$ cat src/design/ycg_pkg.sv
package ycg_pkg;

  // Fixed field widths of the channels.
  localparam int LUMA_W   = 8;
  localparam int CHROMA_W = 8;
  localparam int ROW_W    = 11;
  localparam int COL_W    = 8;
  localparam int LEVEL_W  = 8;
  localparam int RGB_W    = 24;
  localparam int CFG_IW   = 3;
  localparam int CFG_DW   = 12;

  // Conversion constants (fixed point, 10 fractional bits).
  localparam int K_Y      = 1192;
  localparam int K_RV     = 1634;
  localparam int K_GV     = 833;
  localparam int K_GU     = 400;
  localparam int K_BU     = 2066;
  localparam int Y_OFFSET = 16;
  localparam int C_OFFSET = 128;
  localparam int CHAN_W   = 18;
  localparam int CHAN_MAX = 262143;
  localparam int CONV_W   = 22;
  localparam int GLYPH_MAX = 256;

  typedef enum logic [CFG_IW-1:0] {
    REG_FRAME_WIDTH  = 3'd0,
    REG_FRAME_HEIGHT = 3'd1,
    REG_GRID_ROWS    = 3'd2,
    REG_GRID_COLS    = 3'd3,
    REG_GLYPH_COUNT  = 3'd4,
    REG_ANSI_MODE    = 3'd5
  } ycg_reg_t;

  localparam int REG_COUNT = 6;

  typedef enum logic [2:0] {
    ST_DIV_START,
    ST_DIV_WAIT,
    ST_IDLE,
    ST_PROD,
    ST_MIX,
    ST_ACC,
    ST_FINISH
  } ycg_state_t;

  typedef enum logic [2:0] {
    JOB_W,
    JOB_H,
    JOB_L,
    JOB_R,
    JOB_G,
    JOB_B
  } ycg_job_t;

  typedef struct packed {
    logic     in_ready;
    logic     accept;
    logic     prod;
    logic     mix;
    logic     acc;
    logic     div_start;
    logic     div_store;
    ycg_job_t job;
    logic     finish_load;
  } ycg_cmd_t;

  typedef struct packed {
    logic in_valid;
    logic cfg_restart;
    logic emit;
    logic div_done;
    logic out_free;
  } ycg_status_t;

  function automatic logic [CHAN_W-1:0] clamp_chan(input logic signed [CONV_W-1:0] x);
    logic [CHAN_W-1:0] r;
    if (x < 0) begin
      r = '0;
    end else if (x > CONV_W'(CHAN_MAX)) begin
      r = CHAN_W'(CHAN_MAX);
    end else begin
      r = x[CHAN_W-1:0];
    end
    return r;
  endfunction

endpackage

$ cat src/design/ycg_ctrl.sv
module ycg_ctrl (
  input  logic                 clk,
  input  logic                 rst,
  input  ycg_pkg::ycg_status_t status,
  output ycg_pkg::ycg_cmd_t    cmd
);
  import ycg_pkg::*;

  ycg_state_t state, state_next;
  ycg_job_t   job, job_next;

  always_ff @(posedge clk) begin
    if (rst) begin
      state <= ST_DIV_START;
      job   <= JOB_W;
    end else begin
      state <= state_next;
      job   <= job_next;
    end
  end

  always_comb begin
    state_next = state;
    job_next   = job;
    if (status.cfg_restart) begin
      state_next = ST_DIV_START;
      job_next   = JOB_W;
    end else begin
      unique case (state)
        ST_DIV_START: state_next = ST_DIV_WAIT;
        ST_DIV_WAIT: begin
          if (status.div_done) begin
            unique case (job)
              JOB_W: begin
                job_next   = JOB_H;
                state_next = ST_DIV_START;
              end
              JOB_H: state_next = ST_IDLE;
              JOB_L: begin
                job_next   = JOB_R;
                state_next = ST_DIV_START;
              end
              JOB_R: begin
                job_next   = JOB_G;
                state_next = ST_DIV_START;
              end
              JOB_G: begin
                job_next   = JOB_B;
                state_next = ST_DIV_START;
              end
              JOB_B: state_next = ST_FINISH;
              default: state_next = ST_IDLE;
            endcase
          end
        end
        ST_IDLE: begin
          if (status.in_valid) begin
            state_next = ST_PROD;
          end
        end
        ST_PROD: state_next = ST_MIX;
        ST_MIX:  state_next = ST_ACC;
        ST_ACC: begin
          if (status.emit) begin
            job_next   = JOB_L;
            state_next = ST_DIV_START;
          end else begin
            state_next = ST_IDLE;
          end
        end
        ST_FINISH: begin
          if (status.out_free) begin
            state_next = ST_IDLE;
          end
        end
        default: state_next = ST_IDLE;
      endcase
    end
  end

  always_comb begin
    cmd             = '0;
    cmd.job         = job;
    cmd.in_ready    = (state == ST_IDLE) && !status.cfg_restart;
    cmd.accept      = cmd.in_ready && status.in_valid;
    cmd.prod        = (state == ST_PROD);
    cmd.mix         = (state == ST_MIX);
    cmd.acc         = (state == ST_ACC);
    cmd.div_start   = (state == ST_DIV_START);
    cmd.div_store   = (state == ST_DIV_WAIT) && status.div_done;
    cmd.finish_load = (state == ST_FINISH) && status.out_free;
  end

  // Idle follows either the end of initialization or the last channel division.
  a_idle_job: assert property (@(posedge clk) disable iff (rst)
    (state == ST_IDLE) |-> (job == JOB_H || job == JOB_B))
    else $error("idle reached from an unexpected division job");

endmodule

$ cat config.mk
export PLATFORM = sky130hd
export DESIGN_NAME = ycg_ctrl
export DESIGN_NICKNAME = d
export VERILOG_FILES = /design/src/design/ycg_pkg.sv /design/src/design/ycg_ctrl.sv
export SDC_FILE = /design/constraint.sdc
export NUM_CORES = 1
export LEC_CHECK = 0
export BUFFER_PORTS_ARGS = -buffer_cell sky130_fd_sc_hd__buf_2
export CAP_MARGIN = 10
export CORE_MARGIN = 5
export CORE_UTILIZATION = 28
export CTS_CLUSTER_DIAMETER = 30
export DETAILED_ROUTE_END_ITERATION = 8
export SYNTH_ARGS = -nofsm -noshare
export SYNTH_HDL_FRONTEND = slang
export SYNTH_SLANG_ARGS = --single-unit
$ cat constraint.sdc
create_clock -name clk -period 2 [get_ports clk]
set_input_delay 0.6 -clock clk [delete_from_list [all_inputs] [get_ports clk]]
set_output_delay 0.6 -clock clk [all_outputs]
set_load 0.02 [all_outputs]
==> results of run 1 <==
==> flip-flops by register name (all words and copies together), names as in the netlist <==
register,flops
state,3
job,3
==> tightest hold or removal path, delay by kind of cell, from the launching register on <==
kind	cells	cell delay (ns)
flip-flops	1	0.34
AO/OA/AOI/OAI	2	0.15
==> synthesized netlist by cell type <==
| library cell | count |
|---|---|
| sky130_fd_sc_hd__nor3_1 | 2 |
| sky130_fd_sc_hd__mux2_4 | 1 |
| sky130_fd_sc_hd__o21ai_0 | 1 |
| sky130_fd_sc_hd__nand2b_1 | 1 |
| sky130_fd_sc_hd__nor2_1 | 5 |
| sky130_fd_sc_hd__nand4bb_1 | 1 |
| sky130_fd_sc_hd__a31oi_1 | 1 |
| sky130_fd_sc_hd__nand2_1 | 7 |
| sky130_fd_sc_hd__or4b_1 | 2 |
| sky130_fd_sc_hd__dfxtp_1 | 6 |
| sky130_fd_sc_hd__a21boi_1 | 1 |
| sky130_fd_sc_hd__clkbuf_8 | 2 |
| sky130_fd_sc_hd__or4_1 | 1 |
| sky130_fd_sc_hd__buf_6 | 1 |
| sky130_fd_sc_hd__and3_1 | 1 |
| sky130_fd_sc_hd__o211a_1 | 1 |
| sky130_fd_sc_hd__a21oi_1 | 3 |
| sky130_fd_sc_hd__o21a_1 | 2 |
| sky130_fd_sc_hd__inv_1 | 3 |
| sky130_fd_sc_hd__a21boi_0 | 1 |
| sky130_fd_sc_hd__o22ai_1 | 2 |
| sky130_fd_sc_hd__and2_1 | 2 |
| sky130_fd_sc_hd__a2111oi_0 | 1 |
| sky130_fd_sc_hd__nor3b_1 | 3 |
| sky130_fd_sc_hd__nand4b_1 | 1 |
| sky130_fd_sc_hd__o31ai_1 | 1 |
| sky130_fd_sc_hd__or4_4 | 1 |
| sky130_fd_sc_hd__nor2b_1 | 1 |
| sky130_fd_sc_hd__nand3_1 | 4 |
==> final timing paths <==
check | startpoint | endpoint | slack (ns) | depth (start not counted)
hold / removal | job[1]$_SDFFE_PP0P_ | job[1]$_SDFFE_PP0P_ | 0.54 | 2
hold reg to reg | job[1]$_SDFFE_PP0P_ | job[1]$_SDFFE_PP0P_ | 0.54 | 2
setup / recovery | state[2]$_SDFFE_PP0P_ | cmd[6] | 0.07 | 2
setup reg to reg | state[2]$_SDFFE_PP0P_ | state[2]$_SDFFE_PP0P_ | 0.33 | 5
==> cells by family (layout without fill, tap and decap cells) <==
logic type / count (synthesis) / after routing
AOI/OAI and AO/OA: 14 / 14
DFF: 6 / 6
buffers and inverters: 6 / 26
and+or+nand+nor: 32 / 32
muxes: 1 / 1
==> layout make-up <==
type                    instances  area, sq um
repair buffers                 20        107.6
clock buffers                   3        22.52
inverters                       3        11.26
well taps                      16        20.02
multi-input cells              47        302.8
fillers                       167        957.2
flip-flops and latches          6        120.1
==> metal layers <==
metal	vias to the layer above	global-route usage, %
met1	232	11.21
li1	257	-
met4	0	7.234
met2	11	13.43
met5	-	0
met3	0	0.8721
==> per-stage QoR <==
step	setup slack (ns)	hold WS (ns)	total power, W
after floorplan	0.1584	0.5955	0.0001592
after global routing	0.003325	0.5940	0.0002961
after CTS	0.09681	0.5465	0.0002845
after detailed placement	0.2381	0.5408	0.0001747
final	0.07117	0.5406	0.0002792
after global placement	0.2612	0.5348	0.0001742
==> power by group <==
| part | total [W] | internal (W) | switching (W) |
|---|---|---|---|
| combinational | 0.0000465 | 0.0000206 | 0.0000259 |
| clock | 0.000107 | 0.0000676 | 0.0000392 |
| sequential | 0.000126 | 0.000123 | 0.00000310 |
==> run_summary.xml, run 1 <==
<?xml version="1.0" encoding="UTF-8"?>
<metrics>
  <group name="synthesis">
    <metric name="synth_top_family_by_area" unit="">simple AND/OR/NAND/NOR gates</metric>
    <metric name="synth-xor-area-share" unit="%">0</metric>
    <metric name="syn_inst" unit="">59</metric>
    <metric name="synthDominantCellAreaShare" unit="%">25.67</metric>
    <metric name="yosys.area.top_type" unit="">sky130_fd_sc_hd__dfxtp_1</metric>
    <metric name="yosysWarningCount" unit="">0</metric>
    <metric name="yosys.area_share.adder" unit="%">0</metric>
    <metric name="yosysUniqueCellTypes" unit="">29</metric>
    <metric name="synth-simple-area-share" unit="%">40.11</metric>
    <metric name="synth_seq_cells" unit="">6</metric>
    <metric name="syn-mean-instance-area" unit="sq um">7.931</metric>
    <metric name="synth-seq-area-share" unit="%">25.67</metric>
    <metric name="muxShareOfSynthArea" unit="%">3.209</metric>
    <metric name="synth_area" unit="sq um">467.9</metric>
    <metric name="postSynthNetCount" unit="">66</metric>
    <metric name="netlist_top_cells_area" unit="">sky130_fd_sc_hd__dfxtp_1 26%, sky130_fd_sc_hd__clkbuf_8 5.9%, sky130_fd_sc_hd__nand2_1 5.6%</metric>
    <metric name="synth_compound_gate_area_share" unit="%">20.32</metric>
  </group>
  <group name="clock_tree">
    <metric name="register_clock_pin_slew_on_the_reported_worst_setup_and_hold_paths" unit="ns">0.04</metric>
    <metric name="cts.hold.buffers_added" unit="">0</metric>
    <metric name="sink_count" unit="">6</metric>
    <metric name="tritoncts_clock_tree" unit="">yes</metric>
    <metric name="clock_latency" unit="ns">0.24</metric>
    <metric name="cts_setup_buffers" unit="">0</metric>
    <metric name="htree_levels" unit="">1</metric>
    <metric name="cts.repair.resized" unit="">0</metric>
    <metric name="cts_inserted_buffers" unit="">3</metric>
    <metric name="cts-root-buf" unit="">sky130_fd_sc_hd__clkbuf_4</metric>
    <metric name="cts_buffer_depth" unit="">2</metric>
  </group>
  <group name="floorplan">
    <metric name="start_util" unit="%">30.36</metric>
    <metric name="die_h" unit="um">50.88</metric>
    <metric name="io_pins" unit="">18</metric>
    <metric name="core-area" unit="sq mm">0.001541</metric>
    <metric name="die-area" unit="sq mm">0.002589</metric>
    <metric name="fp-row-count" unit="">14</metric>
    <metric name="fp.dieW" unit="um">50.88</metric>
  </group>
  <group name="route">
    <metric name="antenna_left" unit="">0</metric>
    <metric name="post-route-drc-count" unit="">0</metric>
    <metric name="dr_wl_met2" unit="um">544</metric>
    <metric name="dr.pass1.iters" unit="">4</metric>
    <metric name="route.detailed.vias_per_inst" unit="">5.263</metric>
    <metric name="via_count" unit="">500</metric>
    <metric name="avgRoutedWirePerCell" unit="um">11.83</metric>
    <metric name="drt_first_iter_violations" unit="">6</metric>
    <metric name="detail_route.wirelength.met1" unit="um">543</metric>
    <metric name="met3WireLength" unit="um">36</metric>
    <metric name="top_layer_used" unit="">met3</metric>
    <metric name="routed_wl" unit="um">1124</metric>
  </group>
  <group name="place">
    <metric name="io_buffers" unit="">17</metric>
    <metric name="gp_routability_congestion" unit="">0.7583</metric>
    <metric name="detailed_placement_wirelength_estimate" unit="um">886.9</metric>
    <metric name="post_dp_cell_area" unit="sq um">561.8</metric>
    <metric name="post-place-cells" unit="">92</metric>
  </group>
  <group name="power">
    <metric name="power.leakage" unit="nW">0.2711</metric>
    <metric name="irDropWorstVdd" unit="mV">0.2781</metric>
    <metric name="power_density" unit="mW/mm^2">477.8</metric>
  </group>
  <group name="setup_path">
    <metric name="criticalPathCategory" unit="">flop to primary output</metric>
    <metric name="worst-path-max-fanout" unit="">13</metric>
    <metric name="worstSetupStartpointType" unit="">flop</metric>
    <metric name="worstPathCellList" unit="">nor3b_1, buf_2</metric>
    <metric name="cp_data_required_time" unit="ns">1.40</metric>
    <metric name="cp_num_buf_inv" unit="">1</metric>
    <metric name="critical-path-top-delay-family" unit="">flip-flops</metric>
    <metric name="cp.arrival" unit="ns">1.33</metric>
    <metric name="worst_path_max_delay_cell" unit="">sky130_fd_sc_hd__dfxtp_1</metric>
    <metric name="highest_cell_delay_on_the_worst_timing_path" unit="ns">0.56</metric>
    <metric name="crit_path_end_kind" unit="">primary output</metric>
  </group>
  <group name="sta">
    <metric name="hold_viol_final" unit="">0</metric>
    <metric name="max_freq" unit="MHz">518.5</metric>
    <metric name="final_period_minus_worst_setup_slack" unit="ns">1.929</metric>
    <metric name="maxSlewViolCount" unit="">0</metric>
    <metric name="tns" unit="ns">0</metric>
    <metric name="worst_slew_margin_relative_to_its_limit" unit="%">72.28</metric>
    <metric name="rsz0062_at_grt" unit="">no</metric>
    <metric name="total_of_endpoints_with_negative_setup_slack_in_the_final_report" unit="">0</metric>
    <metric name="tightestPinTransition" unit="ns">0.4053</metric>
    <metric name="min_period_over_period" unit="%">96.44</metric>
    <metric name="clock-skew-final" unit="ns">0.001364</metric>
  </group>
  <group name="finish">
    <metric name="finish.net_count" unit="">88</metric>
    <metric name="mostFrequentLayoutCells" unit="">17 x sky130_fd_sc_hd__buf_2, 7 x sky130_fd_sc_hd__nand2_1, 6 x sky130_fd_sc_hd__dfxtp_1, 5 x sky130_fd_sc_hd__nor2_1, 4 x sky130_fd_sc_hd__nand3_1</metric>
    <metric name="layout.cells.most_common" unit="">sky130_fd_sc_hd__buf_2</metric>
    <metric name="antennaDiodeCount" unit="">0</metric>
    <metric name="finish.cell_count_without_fillers" unit="">95</metric>
    <metric name="areaGrowthSynthToFinish" unit="%">24.87</metric>
    <metric name="final_instance_area" unit="sq um">584.3</metric>
    <metric name="final_core_util" unit="%">37.91</metric>
    <metric name="drive_above_1_share" unit="%">32.91</metric>
  </group>
  <group name="global_routing">
    <metric name="gr-total-overflow" unit="">0</metric>
    <metric name="antenna_found_initial" unit="">0</metric>
    <metric name="grt_first_pass_wirelength" unit="um">1787</metric>
    <metric name="grt_use_total" unit="%">8.859</metric>
    <metric name="first_global_vias" unit="">440</metric>
    <metric name="grt_max_degree" unit="">14</metric>
  </group>
  <group name="run">
    <metric name="max_cap_viol_count" unit="">0</metric>
  </group>
  <group name="status">
    <metric name="result_of_the_run" unit="">finished clean</metric>
  </group>
  <group name="worst_hold_path">
    <metric name="hold_path.class" unit="">flop to flop</metric>
  </group>
</metrics>
Note: power is estimated with default switching activity, not from simulation.
==> run 2: changes to the inputs <==
SETUP_SLACK_MARGIN = 0.1   (was not set)
==> run 2 against run 1 <==
Effect of this change:
- clock skew rose by 0.00066 ns
- combinational power barely moved
- sequential power barely moved
- routed wire length fell by 1.2%
- first-iteration DRC count fell by 33%
- setup slack improved by 0.082 ns
- core utilization rose by 0.32 points
- via count rose by 1.0%
- die area did not move
- register-to-register slack improved by 0.08 ns
==> run_summary.xml, run 2 (synthesis gave the netlist of run 1 again) <==
<?xml version="1.0" encoding="UTF-8"?>
<metrics>
  <group name="status">
    <metric name="result_of_the_run" unit="">finished clean</metric>
  </group>
  <group name="floorplan">
    <metric name="die-area" unit="sq mm">0.002589</metric>
    <metric name="core-area" unit="sq mm">0.001541</metric>
    <metric name="fp-row-count" unit="">14</metric>
    <metric name="io_pins" unit="">18</metric>
    <metric name="start_util" unit="%">30.36</metric>
    <metric name="die_h" unit="um">50.88</metric>
    <metric name="fp.dieW" unit="um">50.88</metric>
  </group>
  <group name="route">
    <metric name="via_count" unit="">505</metric>
    <metric name="routed_wl" unit="um">1111</metric>
    <metric name="drt_first_iter_violations" unit="">4</metric>
    <metric name="avgRoutedWirePerCell" unit="um">11.69</metric>
    <metric name="dr.pass1.iters" unit="">4</metric>
    <metric name="route.detailed.vias_per_inst" unit="">5.316</metric>
    <metric name="post-route-drc-count" unit="">0</metric>
    <metric name="antenna_left" unit="">0</metric>
  </group>
  <group name="setup_path">
    <metric name="cp_num_buf_inv" unit="">2</metric>
    <metric name="crit_path_end_kind" unit="">primary output</metric>
    <metric name="r2r-end" unit="">job[0]$_SDFFE_PP0P_</metric>
    <metric name="cp_data_required_time" unit="ns">1.40</metric>
    <metric name="r2r-start" unit="">job[1]$_SDFFE_PP0P_</metric>
    <metric name="critical-path-top-delay-family" unit="">buffers and inverters</metric>
    <metric name="worst-path-max-fanout" unit="">9</metric>
    <metric name="worst_path_max_delay_cell" unit="">sky130_fd_sc_hd__dfxtp_2</metric>
    <metric name="worstPathCellList" unit="">buf_4, nor3b_1, buf_2</metric>
    <metric name="regToRegSetupSlack" unit="ns">0.41</metric>
    <metric name="worstSetupStartpointType" unit="">flop</metric>
    <metric name="worst_r2r_path_depth" unit="">4</metric>
    <metric name="startpoint" unit="">state[1]$_SDFFE_PP0P_</metric>
    <metric name="criticalPathCategory" unit="">flop to primary output</metric>
    <metric name="cp.arrival" unit="ns">1.25</metric>
    <metric name="highest_cell_delay_on_the_worst_timing_path" unit="ns">0.35</metric>
  </group>
  <group name="sta">
    <metric name="tightestPinTransition" unit="ns">0.4052</metric>
    <metric name="worst_slew_margin_relative_to_its_limit" unit="%">72.29</metric>
    <metric name="final_period_minus_worst_setup_slack" unit="ns">1.846</metric>
    <metric name="total_of_endpoints_with_negative_setup_slack_in_the_final_report" unit="">0</metric>
    <metric name="tns" unit="ns">0</metric>
    <metric name="clock-skew-final" unit="ns">0.002020</metric>
    <metric name="hold_viol_final" unit="">0</metric>
    <metric name="maxSlewViolCount" unit="">0</metric>
    <metric name="rsz0062_at_grt" unit="">no</metric>
    <metric name="fin_worst_hold_slack" unit="ns">0.5426</metric>
    <metric name="max_freq" unit="MHz">541.6</metric>
    <metric name="min_period_over_period" unit="%">92.32</metric>
  </group>
  <group name="finish">
    <metric name="multi_input_area" unit="sq um">305.3</metric>
    <metric name="drive_above_1_share" unit="%">37.97</metric>
    <metric name="regArea" unit="sq um">122.6</metric>
    <metric name="n_fill_cell" unit="">165</metric>
    <metric name="layout.cells.most_common" unit="">sky130_fd_sc_hd__buf_2</metric>
    <metric name="top_regs" unit="">job x3, state x3</metric>
    <metric name="areaGrowthSynthToFinish" unit="%">25.94</metric>
    <metric name="finish.cell_count_without_fillers" unit="">95</metric>
    <metric name="final_core_util" unit="%">38.23</metric>
    <metric name="finish.net_count" unit="">88</metric>
    <metric name="antennaDiodeCount" unit="">0</metric>
    <metric name="mostFrequentLayoutCells" unit="">17 x sky130_fd_sc_hd__buf_2, 7 x sky130_fd_sc_hd__nand2_1, 4 x sky130_fd_sc_hd__nand3_1, 4 x sky130_fd_sc_hd__nor2_1, 4 x sky130_fd_sc_hd__dfxtp_1</metric>
  </group>
  <group name="global_routing">
    <metric name="antenna_found_initial" unit="">0</metric>
    <metric name="grt_max_degree" unit="">14</metric>
    <metric name="grt_use_total" unit="%">8.859</metric>
    <metric name="gr-total-overflow" unit="">0</metric>
    <metric name="first_global_vias" unit="">440</metric>
    <metric name="grt_first_pass_wirelength" unit="um">1787</metric>
  </group>
  <group name="clock_tree">
    <metric name="cts_setup_buffers" unit="">0</metric>
    <metric name="tritoncts_clock_tree" unit="">yes</metric>
    <metric name="sink_count" unit="">6</metric>
    <metric name="clock_latency" unit="ns">0.24</metric>
    <metric name="htree_levels" unit="">1</metric>
    <metric name="cts_buffer_depth" unit="">2</metric>
    <metric name="cts-root-buf" unit="">sky130_fd_sc_hd__clkbuf_4</metric>
    <metric name="cts_inserted_buffers" unit="">3</metric>
    <metric name="register_clock_pin_slew_on_the_reported_worst_setup_and_hold_paths" unit="ns">0.04</metric>
  </group>
  <group name="place">
    <metric name="post-place-cells" unit="">92</metric>
    <metric name="detailed_placement_wirelength_estimate" unit="um">886.9</metric>
    <metric name="io_buffers" unit="">17</metric>
    <metric name="gp_routability_congestion" unit="">0.7583</metric>
  </group>
  <group name="worst_hold_path">
    <metric name="min-delay-start" unit="">job[1]$_SDFFE_PP0P_</metric>
    <metric name="min_delay_path_depth" unit="">2</metric>
    <metric name="hold_path.class" unit="">flop to flop</metric>
    <metric name="worstHoldEndpoint" unit="">job[1]$_SDFFE_PP0P_</metric>
  </group>
  <group name="power">
    <metric name="irDropWorstVdd" unit="mV">0.2781</metric>
    <metric name="power.leakage" unit="nW">0.2727</metric>
    <metric name="power_density" unit="mW/mm^2">473.9</metric>
  </group>
  <group name="run">
    <metric name="max_cap_viol_count" unit="">0</metric>
  </group>
</metrics>
==> run 2: worst reg2reg max path, cell delays in order (launching register included) <==
cell and delay [ns]:
sky130_fd_sc_hd__dfxtp_1 0.39, sky130_fd_sc_hd__mux2_4 0.32, sky130_fd_sc_hd__or4_4 0.44, sky130_fd_sc_hd__and3_1 0.18
sky130_fd_sc_hd__o21a_1 0.15
==> run 2: per-stage QoR <==
stage	total power (W)	instance area, sq um	setup WS (ns)
6_report	0.0002792	589.3	0.1536
5_1_grt	0.0002965	589.3	0.1074
4_1_cts	0.0002845	585.6	0.1196
3_5_place_dp	0.0001747	561.8	0.2381
3_3_place_gp	0.0001742	561.8	0.2612
2_1_floorplan	0.0001592	473.0	0.1584
==> run 2: worst max-delay path by stage <==
stage | slack [ns] | end | cells past startpoint
finish | 0.15 | cmd[6] | 3
global route | 0.11 | cmd[6] | 3
CTS | 0.12 | cmd[4] | 5
detailed placement | 0.24 | cmd[9] | 4
global placement | 0.26 | cmd[9] | 4
floorplan | 0.16 | cmd[9] | 5
==> run 2: repair_timing <==
| item | 4_1_cts | 5_1_grt |
|---|---|---|
| setup endpoints to repair | 1 | 3 |
| hold buffers | 0 | 0 |
| gates resized for setup | 1 | 3 |
==> run 2: final cells by class <==
type / instances / area share, %
Multi-Input combinational cell: 47 / 51.80
Sequential cell: 6 / 20.81
Timing Repair Buffer: 20 / 18.26
Clock buffer: 3 / 3.822
Tap cell: 16 / 3.397
Inverter: 3 / 1.911
==> run 2: metal layers <==
| metal | wire length [um] | global-route usage (%) | vias to the layer above |
|---|---|---|---|
| met5 | 0 | 0 | - |
| li1 | - | - | 257 |
| met3 | 39 | 0.8721 | 0 |
| met4 | 0 | 7.234 | 0 |
| met1 | 517 | 11.21 | 237 |
| met2 | 554 | 13.43 | 11 |
==> run 2: power breakdown <==
part | switching (W) | internal [W] | total [W] | leakage [nW]
Sequential | 0.00000331 | 0.000123 | 0.000126 | 0.0497
Combinational | 0.0000259 | 0.0000208 | 0.0000467 | 0.209
Clock | 0.0000388 | 0.0000676 | 0.000106 | 0.0138
Total | 0.0000680 | 0.000211 | 0.000279 | 0.273
==> run 3: changes to the inputs <==
CTS_BUF_LIST = sky130_fd_sc_hd__clkbuf_8   (was not set)
REMOVE_ABC_BUFFERS = 1   (was not set)
==> run 3 against run 2 <==
Effect of this change:
- hold slack worse by 0.0016 ns
- global-route usage up 0.95 points
- count of clock-buffer cells in the layout is the same
- sequential power barely moved
- power grew 26%
- register-to-register slack hardly changed
- sequential share of layout area up 0.20 points
- largest cell class unchanged
- highest routed layer is now met4
==> run_summary.xml, run 3 (synthesis gave the netlist of run 1 again) <==
<?xml version="1.0" encoding="UTF-8"?>
<metrics>
  <group name="status">
    <metric name="result_of_the_run" unit="">finished clean</metric>
  </group>
  <group name="clock_tree">
    <metric name="cts_setup_buffers" unit="">0</metric>
    <metric name="register_clock_pin_slew_on_the_reported_worst_setup_and_hold_paths" unit="ns">0.04</metric>
    <metric name="htree_levels" unit="">1</metric>
    <metric name="cts_buffer_depth" unit="">2</metric>
    <metric name="cts_inserted_buffers" unit="">3</metric>
    <metric name="clock_latency" unit="ns">0.22</metric>
    <metric name="sink_count" unit="">6</metric>
    <metric name="tritoncts_clock_tree" unit="">yes</metric>
    <metric name="cts-root-buf" unit="">sky130_fd_sc_hd__clkbuf_8</metric>
    <metric name="cts.hold.buffers_added" unit="">0</metric>
  </group>
  <group name="global_routing">
    <metric name="gr-total-overflow" unit="">0</metric>
    <metric name="grt_first_pass_wirelength" unit="um">1932</metric>
    <metric name="grt_use_total" unit="%">9.810</metric>
    <metric name="groute.layer.met1.usage" unit="%">11.73</metric>
    <metric name="antenna_found_initial" unit="">0</metric>
    <metric name="first_global_vias" unit="">454</metric>
    <metric name="busiest_layer" unit="">met2</metric>
    <metric name="groute.layer.met3.usage" unit="%">1.453</metric>
    <metric name="globalRouteMet2Util" unit="%">13.84</metric>
    <metric name="grt_max_degree" unit="">19</metric>
  </group>
  <group name="finish">
    <metric name="n_fill_cell" unit="">176</metric>
    <metric name="finish.net_count" unit="">87</metric>
    <metric name="final_core_util" unit="%">38.64</metric>
    <metric name="drive_above_1_share" unit="%">34.62</metric>
    <metric name="layout.cells.most_common" unit="">sky130_fd_sc_hd__buf_2</metric>
    <metric name="final_instance_area" unit="sq um">595.6</metric>
    <metric name="areaGrowthSynthToFinish" unit="%">27.27</metric>
    <metric name="top_regs" unit="">job x3, state x3</metric>
    <metric name="antennaDiodeCount" unit="">0</metric>
    <metric name="finish.cell_count_without_fillers" unit="">94</metric>
    <metric name="mostFrequentLayoutCells" unit="">17 x sky130_fd_sc_hd__buf_2, 7 x sky130_fd_sc_hd__nand2_1, 5 x sky130_fd_sc_hd__nor2_1, 4 x sky130_fd_sc_hd__nand3_1, 4 x sky130_fd_sc_hd__dfxtp_1</metric>
  </group>
  <group name="route">
    <metric name="avgRoutedWirePerCell" unit="um">12.24</metric>
    <metric name="post-route-drc-count" unit="">0</metric>
    <metric name="route.detailed.vias_per_inst" unit="">5.351</metric>
    <metric name="antenna_left" unit="">0</metric>
    <metric name="dr.pass1.iters" unit="">2</metric>
    <metric name="drt_first_iter_violations" unit="">4</metric>
    <metric name="via_count" unit="">503</metric>
    <metric name="routed_wl" unit="um">1151</metric>
  </group>
  <group name="worst_hold_path">
    <metric name="hold_path.class" unit="">flop to flop</metric>
  </group>
  <group name="power">
    <metric name="irDropWorstVdd" unit="mV">0.3295</metric>
    <metric name="power_density" unit="mW/mm^2">588.5</metric>
    <metric name="power.leakage" unit="nW">0.2719</metric>
    <metric name="power" unit="W">0.0003505</metric>
  </group>
  <group name="sta">
    <metric name="total_of_endpoints_with_negative_setup_slack_in_the_final_report" unit="">0</metric>
    <metric name="maxSlewViolCount" unit="">0</metric>
    <metric name="final_period_minus_worst_setup_slack" unit="ns">1.832</metric>
    <metric name="worst_slew_margin_relative_to_its_limit" unit="%">73.99</metric>
    <metric name="fin_worst_hold_slack" unit="ns">0.5410</metric>
    <metric name="clock-skew-final" unit="ns">0.002402</metric>
    <metric name="rsz0062_at_grt" unit="">no</metric>
    <metric name="min_period_over_period" unit="%">91.61</metric>
    <metric name="max_freq" unit="MHz">545.8</metric>
    <metric name="tightestPinTransition" unit="ns">0.3888</metric>
    <metric name="hold_viol_final" unit="">0</metric>
  </group>
  <group name="floorplan">
    <metric name="die_h" unit="um">50.88</metric>
    <metric name="die-area" unit="sq mm">0.002589</metric>
    <metric name="fp.dieW" unit="um">50.88</metric>
    <metric name="fp-row-count" unit="">14</metric>
    <metric name="start_util" unit="%">30.36</metric>
    <metric name="core-area" unit="sq mm">0.001541</metric>
    <metric name="io_pins" unit="">18</metric>
  </group>
  <group name="place">
    <metric name="post-place-cells" unit="">91</metric>
    <metric name="detailed_placement_wirelength_estimate" unit="um">864.7</metric>
    <metric name="gp_routability_congestion" unit="">0.7270</metric>
    <metric name="post_dp_cell_area" unit="sq um">549.3</metric>
    <metric name="io_buffers" unit="">17</metric>
  </group>
  <group name="setup_path">
    <metric name="criticalPathCategory" unit="">flop to primary output</metric>
    <metric name="cp.arrival" unit="ns">1.23</metric>
    <metric name="worst-path-max-fanout" unit="">18</metric>
    <metric name="worstSetupStartpointType" unit="">flop</metric>
    <metric name="crit_path_end_kind" unit="">primary output</metric>
    <metric name="cp_data_required_time" unit="ns">1.40</metric>
  </group>
  <group name="run">
    <metric name="max_cap_viol_count" unit="">0</metric>
  </group>
</metrics>
## run 3: per-stage QoR
step / TNS [ns] / worst slack (ns)
after global placement: 0 / 0.2276
after floorplan: -0.05193 / -0.05193
final: 0 / 0.1679
after global routing: 0 / 0.1040
after CTS: 0 / 0.1631
after detailed placement: 0 / 0.2115
## run 3: power by group
part           internal [W]  switching [W]
registers          0.000122     0.00000384
clock network      0.000129      0.0000494
logic             0.0000206      0.0000255
total              0.000272      0.0000787
## run 3: layout make-up
cell class	count	area (sq um)	share of cell area (%)
Multi-Input combinational cell	47	297.8	50.00
Sequential cell	6	125.1	21.01
Timing Repair Buffer	19	100.1	16.81
Clock buffer	3	41.29	6.933
Tap cell	16	20.02	3.361
Inverter	3	11.26	1.891
## run 3: worst paths after layout
check	startpoint	to	slack, ns	cells past startpoint
setup / recovery	state[2]$_SDFFE_PP0P_	cmd[6]	0.17	2
hold / removal	job[1]$_SDFFE_PP0P_	job[1]$_SDFFE_PP0P_	0.54	2
setup reg to reg	job[1]$_SDFFE_PP0P_	job[0]$_SDFFE_PP0P_	0.41	4
hold reg to reg	job[1]$_SDFFE_PP0P_	job[1]$_SDFFE_PP0P_	0.54	2
## run 3: routing by layer
metal  wire, um  vias to the layer above
met2        496                       12
met1        558                      227
li1           -                      257
met5          0                        -
met4         63                        0
met3         33                        7
## run 3: critical path: stages, from the launching register on
cell and delay [ns]:
sky130_fd_sc_hd__dfxtp_2 0.48, sky130_fd_sc_hd__nor3b_1 0.31, sky130_fd_sc_hd__buf_2 0.22
## run 3: timing repair
item                       CTS  global route
pin swaps                    0             0
setup endpoints to repair    3             1
gates resized for setup      2             2
